`config.mk`:
```
export PLATFORM = sky130hd
export DESIGN_NAME = word_token_classifier_flat
export DESIGN_NICKNAME = d
export VERILOG_FILES = /design/src/sv/wtc_pkg.sv /design/src/sv/wtc_if.sv /design/src/sv/wtc_front.sv /design/src/sv/wtc_queue.sv /design/src/sv/wtc_back.sv /design/src/sv/word_token_classifier.sv /design/src/flat_wrapper.sv
export SDC_FILE = /design/constraint.sdc
export NUM_CORES = 1
export LEC_CHECK = 0
export BUFFER_PORTS_ARGS = -buffer_cell sky130_fd_sc_hd__buf_4
export CORE_MARGIN = 2
export CORE_UTILIZATION = 64
export DETAILED_ROUTE_END_ITERATION = 6
export GPL_TIMING_DRIVEN = 1
export PLACE_DENSITY = 0.83
export REMOVE_ABC_BUFFERS = 1
export SETUP_SLACK_MARGIN = 0.02
export SLEW_MARGIN = 20
export SYNTH_ARGS = -nofsm -noshare
export SYNTH_HDL_FRONTEND = slang
export SYNTH_SLANG_ARGS = --single-unit
```
`constraint.sdc`:
```
create_clock -name clk -period 20.7 [get_ports clk]
set_input_delay 2.07 -clock clk [delete_from_list [all_inputs] [get_ports clk]]
set_output_delay 2.07 -clock clk [all_outputs]
set_load 0.01 [all_outputs]
```
`src/sv/wtc_pkg.sv`:
```
// wtc_pkg: shared types, constants and word tables of the word token classifier
// depends on nothing; imported by the interfaces and every module of the block
package wtc_pkg;

  // field widths
  localparam int CHAR_W     = 8;
  localparam int POS_W      = 32;
  localparam int LEN_W      = 16;
  localparam int CLASS_W    = 3;
  localparam int CODE_W     = 4;
  localparam int CFG_IDX_W  = 4;
  localparam int CFG_DATA_W = 64;

  // word buffer geometry (supported range 11 to 16)
  localparam int MAX_WORD_CHARS = 11;
  localparam int WIDX_W         = $clog2(MAX_WORD_CHARS);

  // queue between the scanner and the classifier
  localparam int QUEUE_DEPTH = 2;
  localparam int QPTR_W      = $clog2(QUEUE_DEPTH);
  localparam int QCNT_W      = $clog2(QUEUE_DEPTH + 1);

  // register indexes
  localparam logic [CFG_IDX_W-1:0] REG_TERM_LOW  = CFG_IDX_W'(0);
  localparam logic [CFG_IDX_W-1:0] REG_TERM_HIGH = CFG_IDX_W'(1);

  // token classes
  localparam logic [CLASS_W-1:0] CLS_ILLEGAL = 3'd0;
  localparam logic [CLASS_W-1:0] CLS_INTEGER = 3'd1;
  localparam logic [CLASS_W-1:0] CLS_FLOAT   = 3'd2;
  localparam logic [CLASS_W-1:0] CLS_BOOLEAN = 3'd3;
  localparam logic [CLASS_W-1:0] CLS_KEYWORD = 3'd4;
  localparam logic [CLASS_W-1:0] CLS_TYPE    = 3'd5;
  localparam logic [CLASS_W-1:0] CLS_IDENT   = 3'd6;
  localparam logic [CLASS_W-1:0] CLS_EOF     = 3'd7;

  // special characters
  localparam logic [CHAR_W-1:0] CHAR_NUL  = 8'h00;
  localparam logic [CHAR_W-1:0] CHAR_DOT  = 8'h2e;
  localparam logic [CHAR_W-1:0] CHAR_ZERO = 8'h30;
  localparam logic [CHAR_W-1:0] CHAR_NINE = 8'h39;

  // word tables: text right-aligned, last character in the low byte
  localparam int TEXT_W       = 128;
  localparam int NUM_KEYWORDS = 16;
  localparam int NUM_TYPES    = 13;

  localparam logic [TEXT_W-1:0] KW_TEXT [NUM_KEYWORDS] = '{
    "ret", "brk", "for", "while", "do", "if", "elif", "else",
    "cont", "struct", "enum", "switch", "case", "default", "fallthrough", "namespace"
  };
  localparam int KW_LEN [NUM_KEYWORDS] = '{
    3, 3, 3, 5, 2, 2, 4, 4, 4, 6, 4, 6, 4, 7, 11, 9
  };

  localparam logic [TEXT_W-1:0] TY_TEXT [NUM_TYPES] = '{
    "u8", "i8", "u16", "i16", "u32", "i32", "u64", "i64", "f32", "f64",
    "proc", "bool", "void"
  };
  localparam int TY_LEN [NUM_TYPES] = '{
    2, 2, 3, 3, 3, 3, 3, 3, 3, 3, 4, 4, 4
  };

  localparam logic [TEXT_W-1:0] TRUE_TEXT  = "true";
  localparam int                TRUE_LEN   = 4;
  localparam logic [TEXT_W-1:0] FALSE_TEXT = "false";
  localparam int                FALSE_LEN  = 5;

  typedef logic [MAX_WORD_CHARS-1:0][CHAR_W-1:0] word_buf_t;

  // one finished token as the scanner hands it on
  typedef struct packed {
    logic                 is_word;
    logic [CLASS_W-1:0]   cls;
    logic [POS_W-1:0]     start;
    logic [LEN_W-1:0]     length;
    word_buf_t            wbuf;
  } token_desc_t;

endpackage

```
`src/sv/wtc_if.sv`:
```
// wtc_if: valid/ready channel interfaces of the word token classifier
// depends on wtc_pkg for the field widths
interface wtc_in_if;
  import wtc_pkg::*;
  logic              valid;
  logic              ready;
  logic [CHAR_W-1:0] character;
  logic [POS_W-1:0]  position;
  modport source (output valid, output character, output position, input ready);
  modport sink (input valid, input character, input position, output ready);
endinterface

interface wtc_out_if;
  import wtc_pkg::*;
  logic               valid;
  logic               ready;
  logic [CLASS_W-1:0] token_class;
  logic [CODE_W-1:0]  word_code;
  logic [POS_W-1:0]   start_position;
  logic [LEN_W-1:0]   token_length;
  logic               consumed;
  modport source (output valid, output token_class, output word_code,
                  output start_position, output token_length, output consumed,
                  input ready);
  modport sink (input valid, input token_class, input word_code,
                input start_position, input token_length, input consumed,
                output ready);
endinterface

interface wtc_cfg_if;
  import wtc_pkg::*;
  logic                  valid;
  logic                  ready;
  logic [CFG_IDX_W-1:0]  reg_index;
  logic [CFG_DATA_W-1:0] wdata;
  modport source (output valid, output reg_index, output wdata, input ready);
  modport sink (input valid, input reg_index, input wdata, output ready);
endinterface

```
`src/sv/wtc_front.sv`:
```
// wtc_front: character scanner; holds the terminator masks and the token state
// depends on wtc_pkg and wtc_if; pushes finished tokens into wtc_queue
module wtc_front (
  input  logic                clk,
  input  logic                rst_n,
  wtc_in_if.sink              in_chan,
  wtc_cfg_if.sink             cfg_chan,
  input  logic                q_full,
  output logic                q_push,
  output wtc_pkg::token_desc_t q_desc
);
  import wtc_pkg::*;

  localparam logic [1:0] MODE_IDLE   = 2'd0;
  localparam logic [1:0] MODE_NUMBER = 2'd1;
  localparam logic [1:0] MODE_WORD   = 2'd2;

  logic [CFG_DATA_W-1:0] mask_lo_r, mask_hi_r;
  logic [1:0]            mode_r, mode_nxt;
  logic [POS_W-1:0]      start_r, start_nxt;
  logic [LEN_W-1:0]      count_r, count_nxt, count_inc;
  logic                  dot_r, dot_nxt;
  logic                  ldot_r, ldot_nxt;
  logic                  bad_r, bad_nxt;
  word_buf_t             wbuf_r, wbuf_nxt;
  logic                  accept, is_term, is_dig;
  logic [CHAR_W-1:0]     c;

  assign in_chan.ready  = !q_full;
  assign cfg_chan.ready = 1'b1;

  // terminator masks
  always_ff @(posedge clk) begin
    if (!rst_n) begin
      mask_lo_r <= '0;
      mask_hi_r <= '0;
    end else if (cfg_chan.valid) begin
      if (cfg_chan.reg_index == REG_TERM_LOW) mask_lo_r <= cfg_chan.wdata;
      if (cfg_chan.reg_index == REG_TERM_HIGH) mask_hi_r <= cfg_chan.wdata;
    end
  end

  // scan step for one character beat
  always_comb begin
    c         = in_chan.character;
    accept    = in_chan.valid && !q_full;
    is_term   = c[7] ? 1'b0 : (c[6] ? mask_hi_r[c[5:0]] : mask_lo_r[c[5:0]]);
    is_dig    = (c >= CHAR_ZERO) && (c <= CHAR_NINE);
    count_inc = (count_r == '1) ? count_r : count_r + LEN_W'(1);

    mode_nxt  = mode_r;
    start_nxt = start_r;
    count_nxt = count_r;
    dot_nxt   = dot_r;
    ldot_nxt  = ldot_r;
    bad_nxt   = bad_r;
    wbuf_nxt  = wbuf_r;

    q_push         = 1'b0;
    q_desc.is_word = 1'b0;
    q_desc.cls     = CLS_ILLEGAL;
    q_desc.start   = start_r;
    q_desc.length  = count_r;
    q_desc.wbuf    = wbuf_r;

    if (accept) begin
      unique case (mode_r)
        MODE_NUMBER: begin
          if (c == CHAR_NUL || (is_term && c != CHAR_DOT)) begin
            q_push     = 1'b1;
            q_desc.cls = (bad_r || ldot_r) ? CLS_ILLEGAL :
                         (dot_r ? CLS_FLOAT : CLS_INTEGER);
            mode_nxt   = MODE_IDLE;
          end else begin
            if (c == CHAR_DOT) begin
              bad_nxt  = bad_r | dot_r;
              dot_nxt  = 1'b1;
              ldot_nxt = 1'b1;
            end else begin
              bad_nxt  = bad_r | !is_dig;
              ldot_nxt = 1'b0;
            end
            count_nxt = count_inc;
          end
        end
        MODE_WORD: begin
          if (c == CHAR_NUL || is_term) begin
            q_push         = 1'b1;
            q_desc.is_word = 1'b1;
            mode_nxt       = MODE_IDLE;
          end else begin
            if (count_r < LEN_W'(MAX_WORD_CHARS)) wbuf_nxt[count_r[WIDX_W-1:0]] = c;
            count_nxt = count_inc;
          end
        end
        default: begin
          // idle, and the unused mode code
          priority if (c == CHAR_NUL) begin
            q_push        = 1'b1;
            q_desc.cls    = CLS_EOF;
            q_desc.start  = in_chan.position - POS_W'(1);
            q_desc.length = '0;
          end else if (is_term) begin
            q_push        = 1'b1;
            q_desc.cls    = CLS_ILLEGAL;
            q_desc.start  = in_chan.position;
            q_desc.length = '0;
          end else begin
            start_nxt = in_chan.position;
            count_nxt = LEN_W'(1);
            dot_nxt   = 1'b0;
            ldot_nxt  = 1'b0;
            bad_nxt   = 1'b0;
            if (is_dig) begin
              mode_nxt = MODE_NUMBER;
            end else begin
              mode_nxt    = MODE_WORD;
              wbuf_nxt[0] = c;
            end
          end
        end
      endcase
    end
  end

  // token state
  always_ff @(posedge clk) begin
    if (!rst_n) begin
      mode_r  <= MODE_IDLE;
      start_r <= '0;
      count_r <= '0;
      dot_r   <= 1'b0;
      ldot_r  <= 1'b0;
      bad_r   <= 1'b0;
    end else begin
      mode_r  <= mode_nxt;
      start_r <= start_nxt;
      count_r <= count_nxt;
      dot_r   <= dot_nxt;
      ldot_r  <= ldot_nxt;
      bad_r   <= bad_nxt;
    end
  end

  // word characters, no reset
  always_ff @(posedge clk) begin
    wbuf_r <= wbuf_nxt;
  end

endmodule

```
`src/sv/wtc_queue.sv`:
```
// wtc_queue: short token queue between scanner and classifier
// depends on wtc_pkg for the token descriptor and the depth
module wtc_queue (
  input  logic                 clk,
  input  logic                 rst_n,
  input  logic                 push,
  input  wtc_pkg::token_desc_t push_data,
  output logic                 full,
  input  logic                 pop,
  output logic                 not_empty,
  output wtc_pkg::token_desc_t pop_data
);
  import wtc_pkg::*;

  token_desc_t       slot_r [QUEUE_DEPTH];
  logic [QPTR_W-1:0] wr_ptr_r, rd_ptr_r;
  logic [QCNT_W-1:0] fill_r;
  logic              do_push, do_pop;

  assign full      = (fill_r == QCNT_W'(QUEUE_DEPTH));
  assign not_empty = (fill_r != '0);
  assign pop_data  = slot_r[rd_ptr_r];
  assign do_push   = push && !full;
  assign do_pop    = pop && not_empty;

  // storage
  always_ff @(posedge clk) begin
    if (do_push) slot_r[wr_ptr_r] <= push_data;
  end

  // pointers and fill level
  always_ff @(posedge clk) begin
    if (!rst_n) begin
      wr_ptr_r <= '0;
      rd_ptr_r <= '0;
      fill_r   <= '0;
    end else begin
      if (do_push)
        wr_ptr_r <= (wr_ptr_r == QPTR_W'(QUEUE_DEPTH - 1)) ? '0 : wr_ptr_r + QPTR_W'(1);
      if (do_pop)
        rd_ptr_r <= (rd_ptr_r == QPTR_W'(QUEUE_DEPTH - 1)) ? '0 : rd_ptr_r + QPTR_W'(1);
      if (do_push && !do_pop) fill_r <= fill_r + QCNT_W'(1);
      else if (do_pop && !do_push) fill_r <= fill_r - QCNT_W'(1);
    end
  end

endmodule

```
`src/sv/wtc_back.sv`:
```
// wtc_back: word matcher and result register of the classifier
// depends on wtc_pkg for the word tables and wtc_if for the result channel
module wtc_back (
  input  logic                 clk,
  input  logic                 rst_n,
  input  logic                 q_valid,
  input  wtc_pkg::token_desc_t q_data,
  output logic                 q_pop,
  wtc_out_if.source            out_chan
);
  import wtc_pkg::*;

  logic               out_valid_r;
  logic [CLASS_W-1:0] cls_r, cls_nxt;
  logic [CODE_W-1:0]  code_r, code_nxt;
  logic [POS_W-1:0]   start_r;
  logic [LEN_W-1:0]   len_r;

  // fixed-string compare of the buffered word against one table entry
  function automatic logic word_is(word_buf_t b, logic [LEN_W-1:0] n,
                                   logic [TEXT_W-1:0] text, int len);
    logic eq;
    eq = (n == LEN_W'(len)) && (len <= MAX_WORD_CHARS);
    for (int j = 0; j < MAX_WORD_CHARS; j++) begin
      if (j < len) begin
        if (b[j] != text[CHAR_W*(len-1-j) +: CHAR_W]) eq = 1'b0;
      end
    end
    return eq;
  endfunction

  // class and code; later checks take priority
  always_comb begin
    cls_nxt  = q_data.cls;
    code_nxt = '0;
    if (q_data.is_word) begin
      cls_nxt = CLS_IDENT;
      for (int i = NUM_TYPES - 1; i >= 0; i--) begin
        if (word_is(q_data.wbuf, q_data.length, TY_TEXT[i], TY_LEN[i])) begin
          cls_nxt  = CLS_TYPE;
          code_nxt = CODE_W'(i);
        end
      end
      for (int i = NUM_KEYWORDS - 1; i >= 0; i--) begin
        if (word_is(q_data.wbuf, q_data.length, KW_TEXT[i], KW_LEN[i])) begin
          cls_nxt  = CLS_KEYWORD;
          code_nxt = CODE_W'(i);
        end
      end
      if (word_is(q_data.wbuf, q_data.length, FALSE_TEXT, FALSE_LEN)) begin
        cls_nxt  = CLS_BOOLEAN;
        code_nxt = '0;
      end
      if (word_is(q_data.wbuf, q_data.length, TRUE_TEXT, TRUE_LEN)) begin
        cls_nxt  = CLS_BOOLEAN;
        code_nxt = CODE_W'(1);
      end
    end
  end

  assign q_pop = q_valid && (!out_valid_r || out_chan.ready);

  // result register valid
  always_ff @(posedge clk) begin
    if (!rst_n) begin
      out_valid_r <= 1'b0;
    end else if (!out_valid_r || out_chan.ready) begin
      out_valid_r <= q_valid;
    end
  end

  // result payload
  always_ff @(posedge clk) begin
    if (q_pop) begin
      cls_r   <= cls_nxt;
      code_r  <= code_nxt;
      start_r <= q_data.start;
      len_r   <= q_data.length;
    end
  end

  assign out_chan.valid          = out_valid_r;
  assign out_chan.token_class    = cls_r;
  assign out_chan.word_code      = code_r;
  assign out_chan.start_position = start_r;
  assign out_chan.token_length   = len_r;
  assign out_chan.consumed       = 1'b0;

endmodule

```
`src/sv/word_token_classifier.sv`:
```
// word_token_classifier: top level, scanner, token queue and classifier
// depends on wtc_pkg, wtc_if, wtc_front, wtc_queue and wtc_back
//
// Usage:
//  in_chan carries one source character and its offset per beat; a 0
//  character ends the source and, between tokens, yields an end-of-file
//  result. The character that ends a token is not part of it: the sender
//  presents it again as the next beat.
//  out_chan carries one token per beat: class, word code, start offset,
//  length (saturating at 65535) and a consumed flag that is always 0.
//  cfg_chan writes the two 64-bit terminator masks and is always ready. The
//  user must write it only while no token is in flight; nothing enforces it.
// Timing:
//  one character per cycle, sustained while the token queue is not full; the
//  scanner state updates every beat. A token passes through the token queue
//  and then the result register on its way to out_chan.
//  When out_chan stalls, up to two tokens wait in the queue; in_chan drops
//  ready only once the queue is full.
// Reset:
//  synchronous, active low; clears masks, scan state, queue and result valid.
module word_token_classifier (
  input  logic      clk,
  input  logic      rst_n,
  wtc_in_if.sink    in_chan,
  wtc_out_if.source out_chan,
  wtc_cfg_if.sink   cfg_chan
);
  import wtc_pkg::*;

  token_desc_t push_desc, pop_desc;
  logic        q_push, q_full, q_pop, q_valid;

  wtc_front u_front (
    .clk      (clk),
    .rst_n    (rst_n),
    .in_chan  (in_chan),
    .cfg_chan (cfg_chan),
    .q_full   (q_full),
    .q_push   (q_push),
    .q_desc   (push_desc)
  );

  wtc_queue u_queue (
    .clk       (clk),
    .rst_n     (rst_n),
    .push      (q_push),
    .push_data (push_desc),
    .full      (q_full),
    .pop       (q_pop),
    .not_empty (q_valid),
    .pop_data  (pop_desc)
  );

  wtc_back u_back (
    .clk      (clk),
    .rst_n    (rst_n),
    .q_valid  (q_valid),
    .q_data   (pop_desc),
    .q_pop    (q_pop),
    .out_chan (out_chan)
  );

endmodule

```
`src/flat_wrapper.sv`:
```
// flat-port wrapper written by rule: the top's interface ports become plain ports
module word_token_classifier_flat import wtc_pkg::*;
  (clk, rst_n, in_chan_valid, in_chan_character, in_chan_position, in_chan_ready, out_chan_valid, out_chan_token_class, out_chan_word_code, out_chan_start_position, out_chan_token_length, out_chan_consumed, out_chan_ready, cfg_chan_valid, cfg_chan_reg_index, cfg_chan_wdata, cfg_chan_ready);
  wtc_in_if in_chan_i ();
  wtc_out_if out_chan_i ();
  wtc_cfg_if cfg_chan_i ();
  input  logic clk;
  input  logic rst_n;
  input wire logic [$bits(in_chan_i.valid)-1:0] in_chan_valid;
  input wire logic [$bits(in_chan_i.character)-1:0] in_chan_character;
  input wire logic [$bits(in_chan_i.position)-1:0] in_chan_position;
  output wire logic [$bits(in_chan_i.ready)-1:0] in_chan_ready;
  output wire logic [$bits(out_chan_i.valid)-1:0] out_chan_valid;
  output wire logic [$bits(out_chan_i.token_class)-1:0] out_chan_token_class;
  output wire logic [$bits(out_chan_i.word_code)-1:0] out_chan_word_code;
  output wire logic [$bits(out_chan_i.start_position)-1:0] out_chan_start_position;
  output wire logic [$bits(out_chan_i.token_length)-1:0] out_chan_token_length;
  output wire logic [$bits(out_chan_i.consumed)-1:0] out_chan_consumed;
  input wire logic [$bits(out_chan_i.ready)-1:0] out_chan_ready;
  input wire logic [$bits(cfg_chan_i.valid)-1:0] cfg_chan_valid;
  input wire logic [$bits(cfg_chan_i.reg_index)-1:0] cfg_chan_reg_index;
  input wire logic [$bits(cfg_chan_i.wdata)-1:0] cfg_chan_wdata;
  output wire logic [$bits(cfg_chan_i.ready)-1:0] cfg_chan_ready;
  assign in_chan_i.valid = in_chan_valid;
  assign in_chan_i.character = in_chan_character;
  assign in_chan_i.position = in_chan_position;
  assign in_chan_ready = in_chan_i.ready;
  assign out_chan_valid = out_chan_i.valid;
  assign out_chan_token_class = out_chan_i.token_class;
  assign out_chan_word_code = out_chan_i.word_code;
  assign out_chan_start_position = out_chan_i.start_position;
  assign out_chan_token_length = out_chan_i.token_length;
  assign out_chan_consumed = out_chan_i.consumed;
  assign out_chan_i.ready = out_chan_ready;
  assign cfg_chan_i.valid = cfg_chan_valid;
  assign cfg_chan_i.reg_index = cfg_chan_reg_index;
  assign cfg_chan_i.wdata = cfg_chan_wdata;
  assign cfg_chan_ready = cfg_chan_i.ready;
  word_token_classifier u_core (.clk(clk), .rst_n(rst_n), .in_chan(in_chan_i), .out_chan(out_chan_i), .cfg_chan(cfg_chan_i));
endmodule
```
Yosys cells after proc, flatten, opt, wreduce, memory -nomap -nowiden

Memories as Yosys holds them, arrays and structs flattened. A register that Yosys moved wholly into a read port is not among the register bits.
Cells that the tools add are included.

Bits in registers: 329
Memory bits (writable): 280
Input bits: 113
Word-level logic and storage cells: 454
Memories kept: 1

$add $sub $neg: 6
Order comparisons: 6
Eq/ne operators: 98
Mux-type cells: 269
Bitwise logic cells: 9
Reductions and logical operators: 35

Memory list:

| name                  | depth | bits a word | rd ports | clocked after Yosys merged registers in | wr ports | line            | text |
|---|---|---|---|---|---|---|---|
| u_core.u_queue.slot_r | 2     | 140         | 1        | 1                                       | 1        | wtc_queue.sv:15 | `token_desc_t slot_r [QUEUE_DEPTH];` |

Operator list:

| operator                | number |
|---|---|
| $ne A8 B7 Y1 const B    | 63 |
| $mux W1                 | 173 |
| $mux W3                 | 34 |
| $mux W48                | 2 |
| $bwmux W88              | 1 |
| $mux W4                 | 21 |
| $mux W16                | 5 |
| $eq A16 B3 Y1 const B   | 4 |
| $ne A8 B6 Y1 const B    | 8 |
| $mux W52                | 1 |
| $mux W51                | 1 |
| $mux W8                 | 6 |
| $demux W8 S4            | 1 |
| $eq A16 B2 Y1 const B   | 2 |
| $eq A16 B4 Y1 const B   | 2 |
| $pmux W16 S2            | 1 |
| $sub A32 B1 Y32 const B | 1 |
| $mux W2                 | 14 |
| $add A16 B1 Y16 const B | 1 |
| $eq A16 B16 Y1 const B  | 1 |
| $lt A16 B4 Y1 const B   | 1 |
| $pmux W8 S2             | 1 |
| $reduce_and A5 Y1       | 3 |
| $bmux W1 S6             | 2 |
| other kinds (34)        | 74 |

Logic depth before layout (Yosys ltp)

Word-level depth: 38
Gate-level depth with buffers: 16
Gate-level depth less buffers: 12

Cells and area by module

Synthesis repeated with hierarchy kept, for this count alone.

Cell total of the unflattened synthesis: 2051
Area total of the unflattened synthesis: 26245.2 um^2

Modules (own cells, without submodules):

| module    | times used | cells an instance | area each (um^2) | sequential area each (um^2) |
|---|---|---|---|---|
| wtc_front | 1          | 1295              | 12175.4          | 6266.0 |
| wtc_queue | 1          | 461               | 10755.3          | 8508.2 |
| wtc_back  | 1          | 295               | 3314.4           | 1671.6 |

Worst setup path after synthesis

Ideal clock, no wire load.

Path kind: input port to flip-flop
Start: input port in_chan_character[1]
End: memory u_core.u_queue.slot_r[0][0] (netlist name) (enable)
Data arrival time: 9.765 ns
Required time: 20.058 ns
Slack: 10.293 ns
Cell stages on the path: 11
Buffers on the path: 3
Cells stage by stage: buf_2 -> buf_2 -> buf_2 -> mux4_2 -> mux2i_1 -> a221oi_1 -> o31a_1 -> o221ai_1 -> nand2_1 -> o211ai_1 -> nor2_1

Longest elaborated chain between the ends: 12

RTL lines:

| item                              | line               | text |
|---|---|---|
| from (decl)                       | flat_wrapper.sv:10 | `input wire logic [$bits(in_chan_i.character)-1:0] in_chan_character;` |
| $bmux W1 S6                       | wtc_front.sv:47    | `is_term = c[7] ? 1'b0 : (c[6] ? mask_hi_r[c[5:0]] : mask_lo_r[c[5:0]]);` |
| $mux W1 (implied by the code)     | wtc_front.sv:47    |  |
| $mux W1 (2 in series)             | wtc_front.sv:47    |  |
| $logic_and A1 B1 Y1               | wtc_front.sv:69    | `if (c == CHAR_NUL \|\| (is_term && c != CHAR_DOT)) begin` |
| $logic_or A1 B1 Y1                | wtc_front.sv:69    |  |
| $mux W1                           | wtc_front.sv:69    |  |
| $pmux W1 S2 (*)                   | wtc_front.sv:67    | `unique case (mode_r)` |
| $mux W1 (*)                       | wtc_front.sv:66    | `if (accept) begin` |
| $logic_and A1 B1 Y1 (*)           | wtc_queue.sv:23    | `assign do_push = push && !full;` |
| $mux W1 (*)                       | wtc_queue.sv:28    | `if (do_push) slot_r[wr_ptr_r] <= push_data;` |
| $mux W1 (implied by the code) (*) | wtc_queue.sv:28    |  |
| to (decl)                         | wtc_queue.sv:15    |  |

Every way passes the cells marked *; elsewhere a longest branch is shown, timed or not. The select of a mux whose other input is x is not followed.

Worst setup path in the final report

Start: input port in_chan_character[0]
End: memory u_core.u_queue.slot_r[1][10] (netlist name) (enable)

The elaborated chain is that of the path after synthesis.

==> flow_summary.ini <==
[routing]
highest_layer = met5
viasPerCell = 6.54
antenna_left = 0
drcViolationCount = 0
first_pass_iters = 6
first_iter_violations = 2088
drt-met1-wl_microns = 25700
num_vias = 18400
dr_wl_met2_microns = 30800
route.met3.wl_microns = 5370
wl_per_cell_microns = 22.7
routed_wl_microns = 63700

[global_routing]
grt_pass1_vias = 17800
groute.usage.overall_pct = 30.3
grt_overflow_total = 0
grt_max_degree = 99
antenna_found_initial = 1
grt_pass1_wl_microns = 98000

[sta]
setup_viol = 0
fmax_ghz = 0.145
maxSlewHeadroom_pct = 26.5
hold_viol = 0
setup_tns_ns = 0
finalCritPeriodShare_pct = 33.4
slew_violations = 0
tightest_slew_ns = 1.09
min_period_ns = 6.91
rsz0062_at_grt = no
fin_ws_ns = 13.79
skew_ns = 0.0260

[clock_tree]
cts_sinks = 610
htree_levels = 2
path_clk_slew_ns = 0.06
cts_hold_buf = 0
cts_tree = yes
cts_buffers = 56
cts_repair_resize_count = 0
root_buffer = clkbuf_16
clock_path_buffers = 3
clk_latency_ns = 0.62
post_cts_buffers = 0

[worst_setup_path]
startpoint_type = input port
critPathCaptureType = register
worstPathArrival_ns = 7.13
required_ns = 20.92
cp_max_fo = 73
path_class = in -> reg

[logic_synthesis]
synthFlopType = edfxtp_1
avgSynthCellArea_sq_um = 12.2
synthArstFlopShare_pct = 0
netlist_area_sq_mm = 0.0256
synth_edf_count = 423
synthDistinctLibCells = 83
yosys_warnings = 0
synth_seq_area_share_pct = 64.2
synthCells = 2104
ys_ff_latch = 610

[final_layout]
seq_area_sq_mm = 0.0164
num_antenna_cells = 0
drive_above_1_share_pct = 16.6
multiInputGateArea_sq_mm = 0.00866
layout.nets = 2360
area_growth_syn_to_layout_pct = 13.5
fillers = 2527

[pwr]
power_frac_comb_pct = 16.1
p_int_w = 0.00216
power_density_mw_per_mm2 = 101
ir_worst_vdd_v = 0.0000752
p_seq_share_pct = 49.7
switching_share_pct = 26.4
p_leak_nw = 9.92
p_sw_w = 0.000776
clkPwrFrac_pct = 34.2

[floorplanning]
die_x_microns = 204
start_util_pct = 64.7
dieArea_sq_mm = 0.0417
rows = 73
fp.dieH_microns = 204
pin_count = 172
fp.coreArea_sq_mm = 0.0396

[place]
post-place-ws_ns = 13.02
dp_hpwl_microns = 41400
portBuffers = 169
place_congestion = 0.938

[run_status]
outcome = finished, final reports clean

[hold_path]
hold_path_class = reg -> reg

[job]
maxCapViolCount = 0
-- logic make-up (layout without fill, tap and decap cells) --
kind of cell    Yosys count  in the layout  share of synthesized area [%]
fa+ha+maj                 8              8                          0.391
simple gates            800            800                           15.8
compound gates          383            383                           9.68
other cells               2              2                         0.0293
mux                     158            158                           7.62
flops                   610            610                           64.2
xor+xnor                  3              3                          0.103
buf+inv                 140            319                           2.25
-- cell usage in the layout (no fill, tap or decap), drive strengths merged, types with 9 or more instances in the layout --
cell type  synthesis  final
nor4              31     31
nor2b             16     16
nand3b            13     13
o21ai             45     45
dfxtp            187    187
a21oi            165    165
and2              34     34
mux2              59     59
a32o              15     15
nor4b             11     11
mux4              22     22
or3                9      9
buf               29    188
nand3             38     38
o22ai             18     18
and3b             14     14
nor3b             33     33
or4               11     11
o211ai            11     11
clkinv             1     20
edfxtp           423    423
and3              15     15
nand2b            16     16
a22oi             23     23
nor2             121    121
nor3              42     42
clkbuf            82     74
mux2i             77     77
inv               28     32
a31oi              9      9
nand2            330    330
nand4             21     21
a2bb2oi           13     13
-- critical path, cell delays in order --
cell and delay [ns]:
buf_4 0.66, mux4_2 0.40, mux2i_1 0.10, a221oi_1 0.43, o31a_1 0.30, o221ai_1 0.42
nand2_1 0.37, o211ai_1 0.28, nor2_4 0.53, buf_16 0.24, buf_4 0.42, buf_4 0.79
-- through the flow --
step	total power, W	utilization, %	cells	hold WS, ns	instance area, sq um
2_1_floorplan	0.00178	-	1993	0.421	25200
3_3_place_gp	0.00193	68.8	2705	0.426	27300
3_5_place_dp	0.00195	68.8	2705	0.429	27300
4_1_cts	0.00294	73.3	2807	0.443	29100
5_1_grt	0.00303	73.4	2808	0.446	29100
6_report	0.00294	73.4	2808	0.446	29100
-- path summary, 6_finish.rpt --
check,from,to,slack [ns],cells past startpoint
max,in_chan_character[0],u_core.u_queue.slot_r[1][10]$_DFFE_PP_,13.79,12
max reg2reg,u_core.u_front.mask_hi_r[20]$_SDFFE_PN0P_,u_core.u_queue.slot_r[1][10]$_DFFE_PP_,15.70,11
min reg2reg,u_core.u_front.q_desc[62]$_DFFE_PP_,u_core.u_queue.slot_r[1][62]$_DFFE_PP_,0.45,0
min,u_core.u_front.q_desc[62]$_DFFE_PP_,u_core.u_queue.slot_r[1][62]$_DFFE_PP_,0.45,0
-- synth_stat cells (18+ instances only) --
master    number  share of area (%)
a21oi_1      165                3.2
a22oi_1       23               0.67
and2_1        34               0.83
clkbuf_1      82                1.2
dfxtp_1      187                 15
edfxtp_1     423                 50
inv_1         28               0.41
mux2_2        59                2.6
mux2i_1       77                3.0
nand2_1      330                4.8
nand3_1       38               0.74
nand4_1       21               0.51
nor2_1       121                1.8
nor3_1        42               0.82
nor3b_1       33               0.97
nor4_1        30               0.73
o21ai_0       44               0.86
o22ai_1       18               0.44
-- layout make-up --
| class | instances | area share (%) |
|---|---|---|
| repair buffers | 188 | 4.92 |
| clock buffers | 74 | 5.29 |
| flip-flops and latches | 610 | 56.5 |
| inverters | 29 | 0.383 |
| clock inverters | 28 | 0.839 |
| multi-input cells | 1354 | 29.8 |
| well taps | 525 | 2.26 |
-- layer usage --
metal / vias up / global-route usage, %
met2: 1053 / 49.5
met1: 8978 / 41.9
met3: 167 / 4.67
li1: 8170 / -
met4: 2 / 10.1
met5: - / 0
-- power groups by stage --
stage	Sequential (W)	Clock, W	Combinational (W)
2_1_floorplan	0.00152	0	0.000259
3_3_place_gp	0.00148	0	0.000450
3_5_place_dp	0.00149	0	0.000461
4_1_cts	0.00146	0.00101	0.000466
5_1_grt	0.00147	0.00105	0.000507
6_report	0.00146	0.00100	0.000472
-- registers in the layout, indices dropped and copies added (netlist names), 3 cells and up, named ones only --
signal,flops
u_core.u_front.mask_lo_r,64
u_core.u_back.out_chan.start_position,32
u_core.u_front.q_desc,88
u_core.u_back.out_chan.token_length,16
u_core.u_back.out_chan.token_class,3
u_core.u_back.out_chan.word_code,4
u_core.u_front.count_r,16
u_core.u_front.start_r,32
u_core.u_queue.slot_r,280
u_core.u_front.mask_hi_r,64
Power figures use the tool's default switching activity.
